$ cat src/design/clbs_pkg.sv
// shared types, codes and constants for the character lcd bus sequencer
package clbs_pkg;

    // command codes of an input item
    localparam logic [1:0] CMD_INSTR_WRITE = 2'd0;
    localparam logic [1:0] CMD_DATA_WRITE  = 2'd1;
    localparam logic [1:0] CMD_DATA_READ   = 2'd2;
    localparam logic [1:0] CMD_BUS_SAMPLE  = 2'd3;

    // result kinds
    localparam logic [1:0] KIND_WRITE_STROBE = 2'd0;
    localparam logic [1:0] KIND_READ_STROBE  = 2'd1;
    localparam logic [1:0] KIND_DUMMY_STROBE = 2'd2;
    localparam logic [1:0] KIND_COMPLETE     = 2'd3;

    // sequencer phases
    localparam logic [2:0] PH_IDLE      = 3'd0;
    localparam logic [2:0] PH_READ_FULL = 3'd1;
    localparam logic [2:0] PH_READ_HI   = 3'd2;
    localparam logic [2:0] PH_READ_LO   = 3'd3;
    localparam logic [2:0] PH_BUSY      = 3'd4;

    localparam int          BUSY_BIT_POS = 7;
    localparam logic [7:0]  HI_NIBBLE    = 8'hF0;
    localparam int          MAX_RESULTS  = 3;
    localparam int          RES_IDX_W    = $clog2(MAX_RESULTS);
    localparam int          RES_CNT_W    = $clog2(MAX_RESULTS + 1);

    typedef struct packed {
        logic [1:0] cmd;
        logic [7:0] value;
        logic [7:0] bus_in;
    } t_item;

    typedef struct packed {
        logic [1:0] kind;
        logic       reg_select;
        logic       read_not_write;
        logic [7:0] bus_out;
        logic [7:0] read_data;
        logic       last;
    } t_result;

    typedef struct packed {
        logic [2:0] phase;
        logic       op_is_read;
        logic [7:0] rd_byte;
    } t_seq_state;

    // what one decoded item produces
    typedef struct packed {
        logic [RES_CNT_W-1:0]          count;
        t_result [MAX_RESULTS-1:0]     res;
        t_seq_state                    next_state;
    } t_decode;

endpackage

$ cat src/design/clbs_item_if.sv
// input item channel: command, write byte and sampled bus pins
interface clbs_item_if;
    logic       valid;
    logic       ready;
    logic [1:0] cmd;
    logic [7:0] value;
    logic [7:0] bus_in;

    modport source (output valid, output cmd, output value, output bus_in, input ready);
    modport sink   (input valid, input cmd, input value, input bus_in, output ready);
endinterface

$ cat src/design/clbs_res_if.sv
// result item channel: one bus event or completion per item
interface clbs_res_if;
    logic       valid;
    logic       ready;
    logic [1:0] kind;
    logic       reg_select;
    logic       read_not_write;
    logic [7:0] bus_out;
    logic [7:0] read_data;
    logic       last;

    modport source (output valid, output kind, output reg_select, output read_not_write,
                    output bus_out, output read_data, output last, input ready);
    modport sink   (input valid, input kind, input reg_select, input read_not_write,
                    input bus_out, input read_data, input last, output ready);
endinterface

$ cat src/design/char_lcd_bus_sequencer_core.sv
// top level of the character lcd bus sequencer: input register, decode, result register
//
//  channel    | dir | handshake      | payload
//  -----------+-----+----------------+----------------------------------------------
//  i_item     | in  | valid / ready  | cmd, value, bus_in
//  o_res      | out | valid / ready  | kind, reg_select, read_not_write, bus_out,
//             |     |                | read_data, last
//  i_cfg_*    | in  | write enable   | four_bit_mode (1 bit)
//
//  an item waits in the input register and is decoded into the result register
//  once that register is free; the result register holds up to three events that
//  leave one per cycle while o_res.ready is high.
//  items that cause a single event flow at one item per cycle when o_res does not stall.
//  reset (synchronous, active low) returns the sequencer to idle with 4-bit mode on.
//  a stall on o_res backs up into the input register and then into i_item.ready.
module char_lcd_bus_sequencer_core (
    input  logic                 i_clk,
    input  logic                 i_rst_n,
    clbs_item_if.sink            i_item,
    clbs_res_if.source           o_res,
    input  logic                 i_cfg_we,
    input  logic                 i_cfg_data
);

    // configuration
    logic r_four_bit;

    // input register
    logic            r_in_valid;
    clbs_pkg::t_item r_in;
    clbs_pkg::t_item item_now;

    // sequencer state
    clbs_pkg::t_seq_state r_state;

    // result register: events of the item being delivered
    logic                                      r_res_valid;
    clbs_pkg::t_result [clbs_pkg::MAX_RESULTS-1:0] r_res;
    logic [clbs_pkg::RES_IDX_W-1:0]            r_idx;
    logic [clbs_pkg::RES_IDX_W-1:0]            n_idx;

    clbs_pkg::t_decode dec;
    clbs_pkg::t_result cur_res;

    logic res_pop;
    logic res_free;
    logic dec_go;
    logic in_take;

    assign cur_res  = r_res[r_idx];
    assign res_pop  = r_res_valid && o_res.ready;
    // the result register frees up when empty or when its final event leaves now
    assign res_free = !r_res_valid || (res_pop && cur_res.last);
    assign dec_go   = r_in_valid && res_free;

    // input register takes a new item when empty or when its item moves on
    assign i_item.ready = !r_in_valid || dec_go;
    assign in_take      = i_item.valid && i_item.ready;

    assign item_now.cmd    = i_item.cmd;
    assign item_now.value  = i_item.value;
    assign item_now.bus_in = i_item.bus_in;

    assign n_idx = r_idx + clbs_pkg::RES_IDX_W'(1);

    clbs_decode u_decode (
        .i_item     (r_in),
        .i_state    (r_state),
        .i_four_bit (r_four_bit),
        .o_dec      (dec)
    );

    // configuration register
    always_ff @(posedge i_clk) begin
        if (!i_rst_n) begin
            r_four_bit <= 1'b1;
        end else if (i_cfg_we) begin
            r_four_bit <= i_cfg_data;
        end
    end

    // input register
    always_ff @(posedge i_clk) begin
        if (!i_rst_n) begin
            r_in_valid <= 1'b0;
        end else if (i_item.ready) begin
            r_in_valid <= i_item.valid;
        end
    end

    always_ff @(posedge i_clk) begin
        if (in_take) begin
            r_in <= item_now;
        end
    end

    // phase state advances as each item is decoded, in arrival order
    always_ff @(posedge i_clk) begin
        if (!i_rst_n) begin
            r_state.phase      <= clbs_pkg::PH_IDLE;
            r_state.op_is_read <= 1'b0;
            r_state.rd_byte    <= '0;
        end else if (dec_go) begin
            r_state <= dec.next_state;
        end
    end

    // result register control
    always_ff @(posedge i_clk) begin
        if (!i_rst_n) begin
            r_res_valid <= 1'b0;
            r_idx       <= '0;
        end else if (dec_go) begin
            // an ignored item leaves the register empty
            r_res_valid <= (dec.count != '0);
            r_idx       <= '0;
        end else if (res_pop && cur_res.last) begin
            r_res_valid <= 1'b0;
            r_idx       <= '0;
        end else if (res_pop) begin
            r_idx <= n_idx;
        end
    end

    // result payload
    always_ff @(posedge i_clk) begin
        if (dec_go) begin
            r_res <= dec.res;
        end
    end

    assign o_res.valid          = r_res_valid;
    assign o_res.kind           = cur_res.kind;
    assign o_res.reg_select     = cur_res.reg_select;
    assign o_res.read_not_write = cur_res.read_not_write;
    assign o_res.bus_out        = cur_res.bus_out;
    assign o_res.read_data      = cur_res.read_data;
    assign o_res.last           = cur_res.last;

endmodule

$ cat src/design/clbs_decode.sv
// phase decoder: turns one item and the current phase into bus events
module clbs_decode (
    input  clbs_pkg::t_item      i_item,
    input  clbs_pkg::t_seq_state i_state,
    input  logic                 i_four_bit,
    output clbs_pkg::t_decode    o_dec
);

    clbs_pkg::t_decode dec;
    clbs_pkg::t_result poll_res;
    clbs_pkg::t_result tail_res;

    always_comb begin
        poll_res                = '0;
        poll_res.kind           = clbs_pkg::KIND_READ_STROBE;
        poll_res.read_not_write = 1'b1;

        tail_res        = '0;
        dec             = '0;
        dec.next_state  = i_state;

        if (i_item.cmd != clbs_pkg::CMD_BUS_SAMPLE) begin
            if (i_state.phase == clbs_pkg::PH_IDLE) begin
                if (i_item.cmd == clbs_pkg::CMD_DATA_READ) begin
                    dec.next_state.op_is_read     = 1'b1;
                    dec.next_state.rd_byte        = '0;
                    dec.next_state.phase          = i_four_bit ? clbs_pkg::PH_READ_HI
                                                               : clbs_pkg::PH_READ_FULL;
                    dec.res[0].kind               = clbs_pkg::KIND_READ_STROBE;
                    dec.res[0].reg_select         = 1'b1;
                    dec.res[0].read_not_write     = 1'b1;
                    dec.count                     = clbs_pkg::RES_CNT_W'(1);
                end else begin
                    dec.next_state.op_is_read = 1'b0;
                    dec.next_state.phase      = clbs_pkg::PH_BUSY;
                    dec.res[0].kind           = clbs_pkg::KIND_WRITE_STROBE;
                    dec.res[0].reg_select     = i_item.cmd[0];
                    if (i_four_bit) begin
                        dec.res[0].bus_out    = i_item.value & clbs_pkg::HI_NIBBLE;
                        dec.res[1].kind       = clbs_pkg::KIND_WRITE_STROBE;
                        dec.res[1].reg_select = i_item.cmd[0];
                        dec.res[1].bus_out    = {i_item.value[3:0], 4'd0};
                        dec.res[2]            = poll_res;
                        dec.count             = clbs_pkg::RES_CNT_W'(3);
                    end else begin
                        dec.res[0].bus_out    = i_item.value;
                        dec.res[1]            = poll_res;
                        dec.count             = clbs_pkg::RES_CNT_W'(2);
                    end
                end
            end
        end else begin
            unique case (i_state.phase)
                clbs_pkg::PH_READ_FULL: begin
                    dec.next_state.rd_byte = i_item.bus_in;
                    dec.next_state.phase   = clbs_pkg::PH_BUSY;
                    dec.res[0]             = poll_res;
                    dec.count              = clbs_pkg::RES_CNT_W'(1);
                end
                clbs_pkg::PH_READ_HI: begin
                    dec.next_state.rd_byte    = i_item.bus_in & clbs_pkg::HI_NIBBLE;
                    dec.next_state.phase      = clbs_pkg::PH_READ_LO;
                    dec.res[0].kind           = clbs_pkg::KIND_READ_STROBE;
                    dec.res[0].reg_select     = 1'b1;
                    dec.res[0].read_not_write = 1'b1;
                    dec.count                 = clbs_pkg::RES_CNT_W'(1);
                end
                clbs_pkg::PH_READ_LO: begin
                    dec.next_state.rd_byte = {i_state.rd_byte[7:4], i_item.bus_in[7:4]};
                    dec.next_state.phase   = clbs_pkg::PH_BUSY;
                    dec.res[0]             = poll_res;
                    dec.count              = clbs_pkg::RES_CNT_W'(1);
                end
                clbs_pkg::PH_BUSY: begin
                    // busy flag set: poll again, otherwise finish
                    if (i_item.bus_in[clbs_pkg::BUSY_BIT_POS]) begin
                        tail_res = poll_res;
                    end else begin
                        tail_res.kind      = clbs_pkg::KIND_COMPLETE;
                        tail_res.read_data = i_state.op_is_read ? i_state.rd_byte : 8'd0;
                        dec.next_state.phase = clbs_pkg::PH_IDLE;
                    end
                    if (i_four_bit) begin
                        dec.res[0].kind           = clbs_pkg::KIND_DUMMY_STROBE;
                        dec.res[0].read_not_write = 1'b1;
                        dec.res[1]                = tail_res;
                        dec.count                 = clbs_pkg::RES_CNT_W'(2);
                    end else begin
                        dec.res[0]                = tail_res;
                        dec.count                 = clbs_pkg::RES_CNT_W'(1);
                    end
                end
                default: begin
                    dec.count = '0;
                end
            endcase
        end

        // mark the final event of the run
        for (int k = 0; k < clbs_pkg::MAX_RESULTS; k++) begin
            dec.res[k].last = (dec.count == clbs_pkg::RES_CNT_W'(k + 1));
        end

        o_dec = dec;
    end

endmodule

$ cat src/flat_wrapper.sv
// flat-port wrapper written by rule: the top's interface ports become plain ports
module char_lcd_bus_sequencer_core_flat 
  (i_clk, i_rst_n, i_cfg_we, i_cfg_data, i_item_valid, i_item_cmd, i_item_value, i_item_bus_in, i_item_ready, o_res_valid, o_res_kind, o_res_reg_select, o_res_read_not_write, o_res_bus_out, o_res_read_data, o_res_last, o_res_ready);
  clbs_item_if i_item_i ();
  clbs_res_if o_res_i ();
  input  logic i_clk;
  input  logic i_rst_n;
  input  logic i_cfg_we;
  input  logic i_cfg_data;
  input wire logic [$bits(i_item_i.valid)-1:0] i_item_valid;
  input wire logic [$bits(i_item_i.cmd)-1:0] i_item_cmd;
  input wire logic [$bits(i_item_i.value)-1:0] i_item_value;
  input wire logic [$bits(i_item_i.bus_in)-1:0] i_item_bus_in;
  output wire logic [$bits(i_item_i.ready)-1:0] i_item_ready;
  output wire logic [$bits(o_res_i.valid)-1:0] o_res_valid;
  output wire logic [$bits(o_res_i.kind)-1:0] o_res_kind;
  output wire logic [$bits(o_res_i.reg_select)-1:0] o_res_reg_select;
  output wire logic [$bits(o_res_i.read_not_write)-1:0] o_res_read_not_write;
  output wire logic [$bits(o_res_i.bus_out)-1:0] o_res_bus_out;
  output wire logic [$bits(o_res_i.read_data)-1:0] o_res_read_data;
  output wire logic [$bits(o_res_i.last)-1:0] o_res_last;
  input wire logic [$bits(o_res_i.ready)-1:0] o_res_ready;
  assign i_item_i.valid = i_item_valid;
  assign i_item_i.cmd = i_item_cmd;
  assign i_item_i.value = i_item_value;
  assign i_item_i.bus_in = i_item_bus_in;
  assign i_item_ready = i_item_i.ready;
  assign o_res_valid = o_res_i.valid;
  assign o_res_kind = o_res_i.kind;
  assign o_res_reg_select = o_res_i.reg_select;
  assign o_res_read_not_write = o_res_i.read_not_write;
  assign o_res_bus_out = o_res_i.bus_out;
  assign o_res_read_data = o_res_i.read_data;
  assign o_res_last = o_res_i.last;
  assign o_res_i.ready = o_res_ready;
  char_lcd_bus_sequencer_core u_core (.i_clk(i_clk), .i_rst_n(i_rst_n), .i_item(i_item_i), .o_res(o_res_i), .i_cfg_we(i_cfg_we), .i_cfg_data(i_cfg_data));
endmodule
$ cat config.mk
export PLATFORM = sky130hd
export DESIGN_NAME = char_lcd_bus_sequencer_core_flat
export DESIGN_NICKNAME = d
export VERILOG_FILES = /design/src/design/clbs_pkg.sv /design/src/design/clbs_item_if.sv /design/src/design/clbs_res_if.sv /design/src/design/char_lcd_bus_sequencer_core.sv /design/src/design/clbs_decode.sv /design/src/flat_wrapper.sv
export SDC_FILE = /design/constraint.sdc
export NUM_CORES = 1
export LEC_CHECK = 0
export BUFFER_PORTS_ARGS = -buffer_cell sky130_fd_sc_hd__buf_2
export CAP_MARGIN = 20
export CORE_MARGIN = 2
export CORE_UTILIZATION = 55
export DETAILED_ROUTE_END_ITERATION = 10
export PLACE_DENSITY = 0.76
export SLEW_MARGIN = 15
export SYNTH_ARGS = -nofsm -noshare
export SYNTH_HDL_FRONTEND = slang
export SYNTH_SLANG_ARGS = --single-unit
$ cat constraint.sdc
create_clock -name i_clk -period 2.55 [get_ports i_clk]
set_input_delay 0.255 -clock i_clk [delete_from_list [all_inputs] [get_ports i_clk]]
set_output_delay 0.255 -clock i_clk [all_outputs]
set_load 0.005 [all_outputs]
# Word-level counts from Yosys, hierarchy flattened
# Index checks and enable logic that the tools add are counted.
# word_totals
out_inout_bits	23
n_memories	0
reg_bits	98
latch_bits	0
wordCells	112
ram_bits	0
rom_bits	0
# classes
n_mul	0
bitwise	4
n_addsub	1
eq_ne	13
shift	0
div	0
magnitude_cmp	1
muxes	41
reduce_logical	23
# ops
cell	count
$mux W21	3
$mux W56	1
$mux W8	6
$bmux W21 S2	1
$mux W41	1
$mux W17	2
$mux W33	1
$pmux W8 S3	1
$mux W20	1
$mux W2	8
$mux W12	1
$pmux W4 S3	1
$reduce_or A3 Y1	4
$mux W9	1
$pmux W3 S3	1
$mux W4	2
$reduce_and A4 Y1	2
$reduce_bool A4 Y1	2
$mux W1	7
$eq A2 B2 Y1 const B	3
$eq A3 B2 Y1 const B	2
$mux W3	2
$reduce_and A5 Y1	1
$logic_and A1 B1 Y1	4
other kinds (17)	25

# Longest topological paths before layout
# Gate-level depths: netlist of the first run.
# depth
depth_word	7
ltp_mapped	6

# By module
# Synthesis of the first run repeated with hierarchy kept, for this count alone.
# unflattened
hier_cells	380
hier_area_um2	4560.6
# by_module_without_submodules
mod	cells_per_inst	area_each_um2	n_inst
char_lcd_bus_sequencer_core	235	3609.7	1
clbs_decode	145	950.9	1

# Worst setup path before layout of the first run
# No wires, ideal clock.
# synth_path
path_type	flip-flop to flip-flop
start	register u_core.r_idx[0] in the netlist's numbering
end	register u_core.r_in[0] in the netlist's numbering (enable)
setup_slack_ns	0.472
arrival_ns	1.702
required_ns	2.174
path_stages_with_launch	6
period_less_slack_ns	2.078
setup_time_ns	0.376
n_path_buf	1
cell_sequence	dfxtp_1 -> buf_4 -> mux2i_1 -> o311ai_4 -> or2_1 -> and2_1
# synth_between
elab_chain_cells	7
# synth_lines
element	line_no	rtl
from (decl)	char_lcd_bus_sequencer_core.sv:39	logic [clbs_pkg::RES_IDX_W-1:0] r_idx;
from (signal assigned)	char_lcd_bus_sequencer_core.sv:121	r_idx <= n_idx;
$bmux W21 S2	char_lcd_bus_sequencer_core.sv:50	assign cur_res = r_res[r_idx];
$mux W21 (not written as such)	char_lcd_bus_sequencer_core.sv:50	
$logic_and A1 B1 Y1	char_lcd_bus_sequencer_core.sv:53	assign res_free = !r_res_valid || (res_pop && cur_res.last);
$logic_or A1 B1 Y1	char_lcd_bus_sequencer_core.sv:53	
$logic_and A1 B1 Y1	char_lcd_bus_sequencer_core.sv:54	assign dec_go = r_in_valid && res_free;
$logic_or A1 B1 Y1	char_lcd_bus_sequencer_core.sv:57	assign i_item.ready = !r_in_valid || dec_go;
named net i_item_ready	flat_wrapper.sv:14	output wire logic [$bits(i_item_i.ready)-1:0] i_item_ready;
$logic_and A1 B1 Y1	char_lcd_bus_sequencer_core.sv:58	assign in_take = i_item.valid && i_item.ready;
named net u_core.in_take	char_lcd_bus_sequencer_core.sv:48	logic in_take;
to (signal assigned)	char_lcd_bus_sequencer_core.sv:93	r_in <= item_now;
to (decl)	char_lcd_bus_sequencer_core.sv:30	clbs_pkg::t_item r_in;
# The timed path passes the listed nets, and every way through them passes these cells. The select of a mux whose other input is x is not followed.
# A chain may end at the register's enable or synchronous reset.

# Final worst setup path of the first run
# layout_path
start	register u_core.r_in[17] in the netlist's numbering
end	register u_core.r_res[2] in the netlist's numbering, data pin
# layout_between
elab_chain_cells	2
# layout_lines
element	line_no	rtl
$ne A2 B2 Y1	clbs_decode.sv:22	if (i_item.cmd != clbs_pkg::CMD_BUS_SAMPLE) begin
$reduce_or A3 Y1 (no source line)	--	
to (signal assigned)	char_lcd_bus_sequencer_core.sv:128	r_res <= dec.res;
to (decl)	char_lcd_bus_sequencer_core.sv:38	clbs_pkg::t_result [clbs_pkg::MAX_RESULTS-1:0] r_res;
# Every way passes these cells.

==> flow_metrics.py, run 1 <==
metrics = {
    "clock_tree": {
        "ctsRootBufferMaster": "clkbuf_8",
        "clock-sinks": 75,
        "holdBufCountCts": 0,
        "clk_pin_slew_ps": 70,
        "post_cts_buffers": 0,
        "cts_buffers": 9,
        "clock_path_buffers": 2,
        "htree_levels": 3,
        "post_cts_resized": 0,
        "cts_tree": "done",
        "clock_latency_ps": 350,
    },
    "routing": {
        "via_count": 2169,
        "drt-pass1-iter-count": 4,
        "drt_iter0_drc": 140,
        "drc": 0,
        "postRouteAntennaNets": 0,
        "postRouteWirelength_mm": 6.10,
        "wire_per_inst_um": 14.8,
        "via_per_inst": 5.25,
    },
    "worst_setup_path": {
        "cp.depth": 4,
        "crit_top_cell": "and2_1",
        "path_cells": "and2_1 -> nand3_1 -> nor3_1 -> and2_1",
        "crit_fanout": 14,
        "cpPeakStageDelay_ps": 640,
        "r2r_cells": 4,
        "crit_arrival_ps": 2300,
        "path_delay_family": "simple AND/OR/NAND/NOR gates",
        "worst-path-buf-inv": 0,
        "slowest_stage": "nor3_1",
        "reg2reg_from": "u_core.r_in[17]",
        "r2r-end": "u_core.r_res[2]",
        "worst-setup-path-type": "reg2reg",
        "rrSetupSlack_ps": 460,
        "critPathCaptureType": "flip-flop",
        "crit_path_start_kind": "flip-flop",
        "worst_ep_required_time_ps": 2760,
    },
    "pwr": {
        "combPwrFrac_pct": 8.5,
        "swShare_pct": 22.1,
        "clock_power_share_pct": 37.3,
        "internal_power_mw": 2.06,
        "power.density_nw_per_um2": 672,
        "leakage_nw": 1.51,
        "p_sw_mw": 0.582,
        "pwr-share-seq_pct": 54.2,
        "vdd_drop_max_v": 0.000390,
    },
    "timing": {
        "fin_crit_sh_pct": 81.9,
        "post-route-min-period_ps": 2090,
        "fmax_ghz": 0.479,
        "final-hold-violation-count": 0,
        "slew_headroom_pct": 52.2,
        "worst_pin_slew_ps": 711,
        "rsz0062_at_grt": "false",
        "setup_viol": 0,
        "drv_slew": 0,
        "fin_setup_tns_ps": 0,
        "clock_skew_ps": 8.14,
    },
    "die": {
        "start_util_pct": 57.5,
        "core_um2": 5960,
        "die_area_um2": 6870,
        "die_h_um": 82.9,
        "io_pins": 47,
        "die_w_um": 82.9,
        "row_count": 28,
    },
    "worst_hold_path": {
        "hold_path_class": "in2reg",
        "min_to": "u_core.r_in[14]",
        "min_from": "i_item_value[6]",
        "holdPathStages": 1,
    },
    "yosys": {
        "yosys_warnings": 0,
        "synth_area_um2": 3420,
        "synth.avg_cell_area_um2": 11.9,
        "syn-num-nets": 312,
        "synthCells": 288,
        "synth-seq-area-share_pct": 60.8,
        "ys_types": 41,
        "ys_ff_latch": 75,
    },
    "cells_and_area": {
        "final_common_cell": "edfxtp_1",
        "area_growth_syn_to_layout_pct": 14.6,
        "final_util_pct": 65.9,
        "layout_common_cells": "edfxtp_1 (58), buf_2 (46), and2_1 (35)",
        "drive_gt1_share_pct": 22.5,
        "num_antenna_cells": 0,
        "num-nets-final": 357,
        "n_fill_cell": 473,
    },
    "grt": {
        "grt_max_degree": 43,
        "grt_pass1_wl_mm": 10.2,
        "met3_usage_pct": 3.48,
        "grt_usage_pct": 19.0,
        "met1_usage_pct": 26.1,
        "grt_overflow": 0,
        "grt_pass1_vias": 2104,
        "use_met2_pct": 29.0,
        "antenna_found_initial": 0,
        "busiest_layer": "met2",
    },
    "run_status": {
        "status": "completed",
    },
    "placement": {
        "io_buffers": 46,
        "gp_congestion": 0.805,
        "detailed_place_hpwl_mm": 4.25,
    },
    "job": {
        "max_cap_viol_count": 0,
    },
}
-- power by group through the flow --
stage          registers, mW  clock network (mW)  logic (mW)
2_1_floorplan           1.43                   0       0.170
3_3_place_gp            1.45                   0       0.220
3_5_place_dp            1.45                   0       0.226
4_1_cts                 1.43                1.01       0.227
5_1_grt                 1.44                1.05       0.254
6_report                1.43               0.985       0.224
-- synth_stat cells (all sizes together) --
master / n / area [µm²]
nor3b: 1 / 7.51
nand2: 30 / 113
xnor2: 1 / 8.76
nand3: 1 / 5.00
and3: 2 / 12.5
a31o: 1 / 8.76
nor2b: 4 / 25.0
nand4b: 1 / 8.76
a211oi: 2 / 15.0
mux2i: 31 / 310
nand2b: 3 / 18.8
o311ai: 1 / 26.3
nand4: 4 / 55.1
a21boi: 2 / 15.0
xor2: 2 / 17.5
mux2: 1 / 11.3
dfxtp: 17 / 340
a31oi: 4 / 25.0
o32ai: 1 / 8.76
inv: 10 / 37.5
o21ai: 8 / 40.0
and4b: 1 / 10.0
clkbuf: 9 / 33.8
nor2: 27 / 104
o221a: 1 / 11.3
a211o: 1 / 8.76
or2: 3 / 18.8
o211ai: 6 / 50.1
a21oi: 6 / 30.0
buf: 7 / 37.5
nor3: 5 / 35.0
and2: 36 / 228
or3: 1 / 6.26
edfxtp: 58 / 1740
-- worst reg2reg max path: stages (launching register included) --
cell and delay, ps:
edfxtp_1 620, and2_1 280, nand3_1 180, nor3_1 640, and2_1 230
-- registers in the layout, summed over array words and instances (netlist names) --
register	cells
u_core.r_state	12
u_core.r_in	18
u_core.r_idx	2
u_core.r_four_bit	1
u_core.r_in_valid	1
u_core.r_res	40
u_core.o_res.valid	1
-- how the worst max path moves through the flow --
stage	start	slack [ps]	end
floorplan	u_core.r_idx[0]	470	u_core.r_in[0]
global placement	u_core.r_in[17]	570	u_core.r_res[2]
detailed placement	u_core.r_idx[1]	490	u_core.r_res[15]
CTS	u_core.r_idx[1]	470	o_res_read_not_write
global route	u_core.r_in[17]	280	u_core.r_res[2]
finish	u_core.r_in[17]	460	u_core.r_res[2]
-- cell type report --
class	count	area, µm²	area share (%)
well taps	75	93.8	2.39
repair buffers	50	260	6.63
clock inverters	5	76.3	1.94
multi-input cells	187	1230	31.4
clock buffers	11	141	3.60
inverters	10	37.5	0.956
flip-flops and latches	75	2080	53.0
-- layer usage --
metal | routed length [µm] | share of wire, %
met5 | 0 | 0
met4 | 104 | 1.7
met3 | 269 | 4.4
met2 | 2850 | 47
met1 | 2880 | 47
-- per-stage QoR --
step / setup WS, ps / total power, mW / std cells / hold slack, ps / area, µm²
6_report: 461 / 2.64 / 413 / 81.8 / 3930
5_1_grt: 279 / 2.74 / 413 / 68.2 / 3930
4_1_cts: 468 / 2.66 / 413 / 65.4 / 3930
3_3_place_gp: 568 / 1.67 / 397 / 432 / 3710
3_5_place_dp: 491 / 1.68 / 397 / 433 / 3710
2_1_floorplan: 472 / 1.60 / 288 / 354 / 3420
-- logic make-up (layout without fill, tap and decap cells) --
family / count (synthesis) / in the layout / synth area share, %
AND/OR/NAND/NOR: 119 / 119 / 18.9
flip-flops: 75 / 75 / 60.8
AO/OA/AOI/OAI: 33 / 33 / 6.98
multiplexers: 32 / 32 / 9.39
buffers and inverters: 26 / 76 / 3.18
XOR/XNOR: 3 / 3 / 0.767
(Power assumes the default switching activity.)
==> run 2: changes to the inputs <==
- CORE_UTILIZATION: 55 -> 51
- PLACE_DENSITY: 0.76 -> 0.74
- clock period: 2.55 -> 1.7 ns (I/O delays scaled with it)
==> run 2 against run 1 <==
Against the previous run: sequential share of layout area shrank 4.8 points; worst hold slack lost 62 ps; utilization grew 1.4 points; flip-flop and latch count is the same; final cell count grew 9.4%; combinational power grew 100%; global-route usage shrank 0.44 points; clock skew grew 3.2 ps; clock power grew 64%; register-to-register slack lost 440 ps; via count grew 8.1%.
==> flow_metrics.py, run 2 (synthesis results as in run 1) <==
metrics = {
    "die": {
        "start_util_pct": 53.3,
        "io_pins": 47,
        "die_area_um2": 7390,
        "die_w_um": 85.9,
        "row_count": 29,
        "core_um2": 6420,
        "die_h_um": 85.9,
    },
    "worst_setup_path": {
        "slowest_stage": "dfxtp_4",
        "r2r-end": "u_core.r_in[2]",
        "worst-setup-path-type": "reg2out",
        "reg2reg_from": "u_core.r_idx[0]",
        "worst-path-buf-inv": 1,
        "crit_arrival_ps": 1500,
        "rrSetupSlack_ps": 30,
        "crit_path_start_kind": "flip-flop",
        "path_cells": "mux2i_4 -> o311ai_4 -> or2_1 -> buf_2",
        "critPathCaptureType": "primary output",
        "cpPeakStageDelay_ps": 360,
        "worst_ep_required_time_ps": 1530,
        "r2r_cells": 4,
        "crit_fanout": 3,
        "path_delay_family": "flip-flops",
    },
    "cells_and_area": {
        "area_growth_syn_to_layout_pct": 26.3,
        "final_cell_count_no_fill": 452,
        "final_common_cell": "edfxtp_1",
        "num_antenna_cells": 0,
        "drive_gt1_share_pct": 27.2,
        "layout_common_cells": "edfxtp_1 (58), buf_2 (46), and2_1 (34)",
        "regMostFlops": "u_core.r_res",
        "reg.largest.list": "u_core.r_res: 40 flops, u_core.r_in: 18 flops, u_core.r_state: 12 flops",
        "num-nets-final": 394,
        "largest_reg_flops": 40,
        "final_util_pct": 67.3,
    },
    "clock_tree": {
        "cts_tree": "done",
        "clk_pin_slew_ps": 70,
        "cts_buffers": 9,
        "htree_levels": 3,
        "clock_path_buffers": 2,
        "ctsRootBufferMaster": "clkbuf_8",
        "clock_latency_ps": 350,
        "clock-sinks": 75,
    },
    "routing": {
        "drt_iter0_drc": 87,
        "drc": 0,
        "postRouteWirelength_mm": 6.27,
        "drt-pass1-iter-count": 4,
        "postRouteAntennaNets": 0,
        "via_per_inst": 5.19,
        "via_count": 2344,
        "wire_per_inst_um": 13.9,
    },
    "job": {
        "max_cap_viol_count": 0,
    },
    "placement": {
        "gp_congestion": 0.831,
        "io_buffers": 46,
        "detailed_place_hpwl_mm": 4.26,
        "dp.cells": 418,
        "dp_slack_ps": 56.4,
    },
    "grt": {
        "grt_usage_pct": 18.5,
        "grt_max_degree": 24,
        "grt_pass1_wl_mm": 10.5,
        "grt_overflow": 0,
        "grt_pass1_vias": 2253,
        "antenna_found_initial": 0,
    },
    "pwr": {
        "power.density_nw_per_um2": 967,
        "vdd_drop_max_v": 0.000691,
        "leakage_nw": 1.71,
    },
    "timing": {
        "layout_setup_ws_ps": 25.0,
        "final-hold-violation-count": 0,
        "clock_skew_ps": 11.3,
        "fin_crit_sh_pct": 98.5,
        "hold_slack_ps": 20.1,
        "setup_viol": 0,
        "rsz0062_at_grt": "true",
        "worst_pin_slew_ps": 430,
        "drv_slew": 0,
        "fmax_ghz": 0.597,
        "post-route-min-period_ps": 1670,
        "slew_headroom_pct": 71.2,
    },
    "worst_hold_path": {
        "min_from": "i_item_bus_in[2]",
        "hold_path_class": "in2reg",
        "min_to": "u_core.r_in[2]",
        "holdPathStages": 1,
    },
    "run_status": {
        "status": "completed",
    },
}
[run 2: worst max path at each step]
| stage | start | end | slack [ps] | cells after the start |
|---|---|---|---|---|
| 6_report | u_core.r_idx[0] | i_item_ready | 30 | 4 |
| 5_1_grt | u_core.r_idx[0] | u_core.r_in[2] | -40 | 4 |
| 4_1_cts | u_core.r_res[21] | i_item_ready | 2 | 4 |
| 3_5_place_dp | u_core.r_idx[0] | u_core.r_in[9] | 60 | 4 |
| 3_3_place_gp | u_core.r_idx[0] | u_core.r_in[7] | 110 | 4 |
| 2_1_floorplan | u_core.r_idx[0] | u_core.r_res[0] | -180 | 4 |
[run 2: layout make-up]
class	instances	area, µm²
fillers	486	2100
flip-flops and latches	75	2090
multi-input cells	187	1250
repair buffers	87	609
clock buffers	10	128
clock inverters	6	113
well taps	77	96.3
inverters	10	37.5
[run 2: repair_timing]
action	in CTS	in global routing
resized for setup	4	4
hold buffers	17	0
endpoints found under the setup margin	3	10
hold endpoints to repair	17	0
setup buffers	1	0
pin swaps	2	0
[run 2: through the flow]
step                      power [mW]  instance area (µm²)  setup TNS, ps
after floorplan                 2.40                 3430          -9490
after global placement          2.55                 3880              0
after detailed placement        2.56                 3880              0
after CTS                       4.21                 4310              0
after global routing            4.34                 4320           -562
final                           4.18                 4320              0
[run 2: report_power, final]
part	internal (mW)	total (mW)	switching, mW
clock	0.980	1.62	0.637
combinational	0.214	0.447	0.232
sequential	2.07	2.12	0.0408
total	3.27	4.18	0.910
[run 2: worst reg2reg max path, delay by kind of cell (launching register included)]
kind               cells  cell delay (ps)
and+or+nand+nor        2              520
DFF                    1              360
AOI/OAI and AO/OA      1              280
muxes                  1              190
[run 2: layer usage]
layer  vias up  part of all wire (%)  GRT usage, %
met2        60                    48          28.9
met4         0                   1.7          9.09
met3         8                   4.8          2.89
met5         -                     0             0
li1       1181                     -             -
met1      1095                    46          25.4
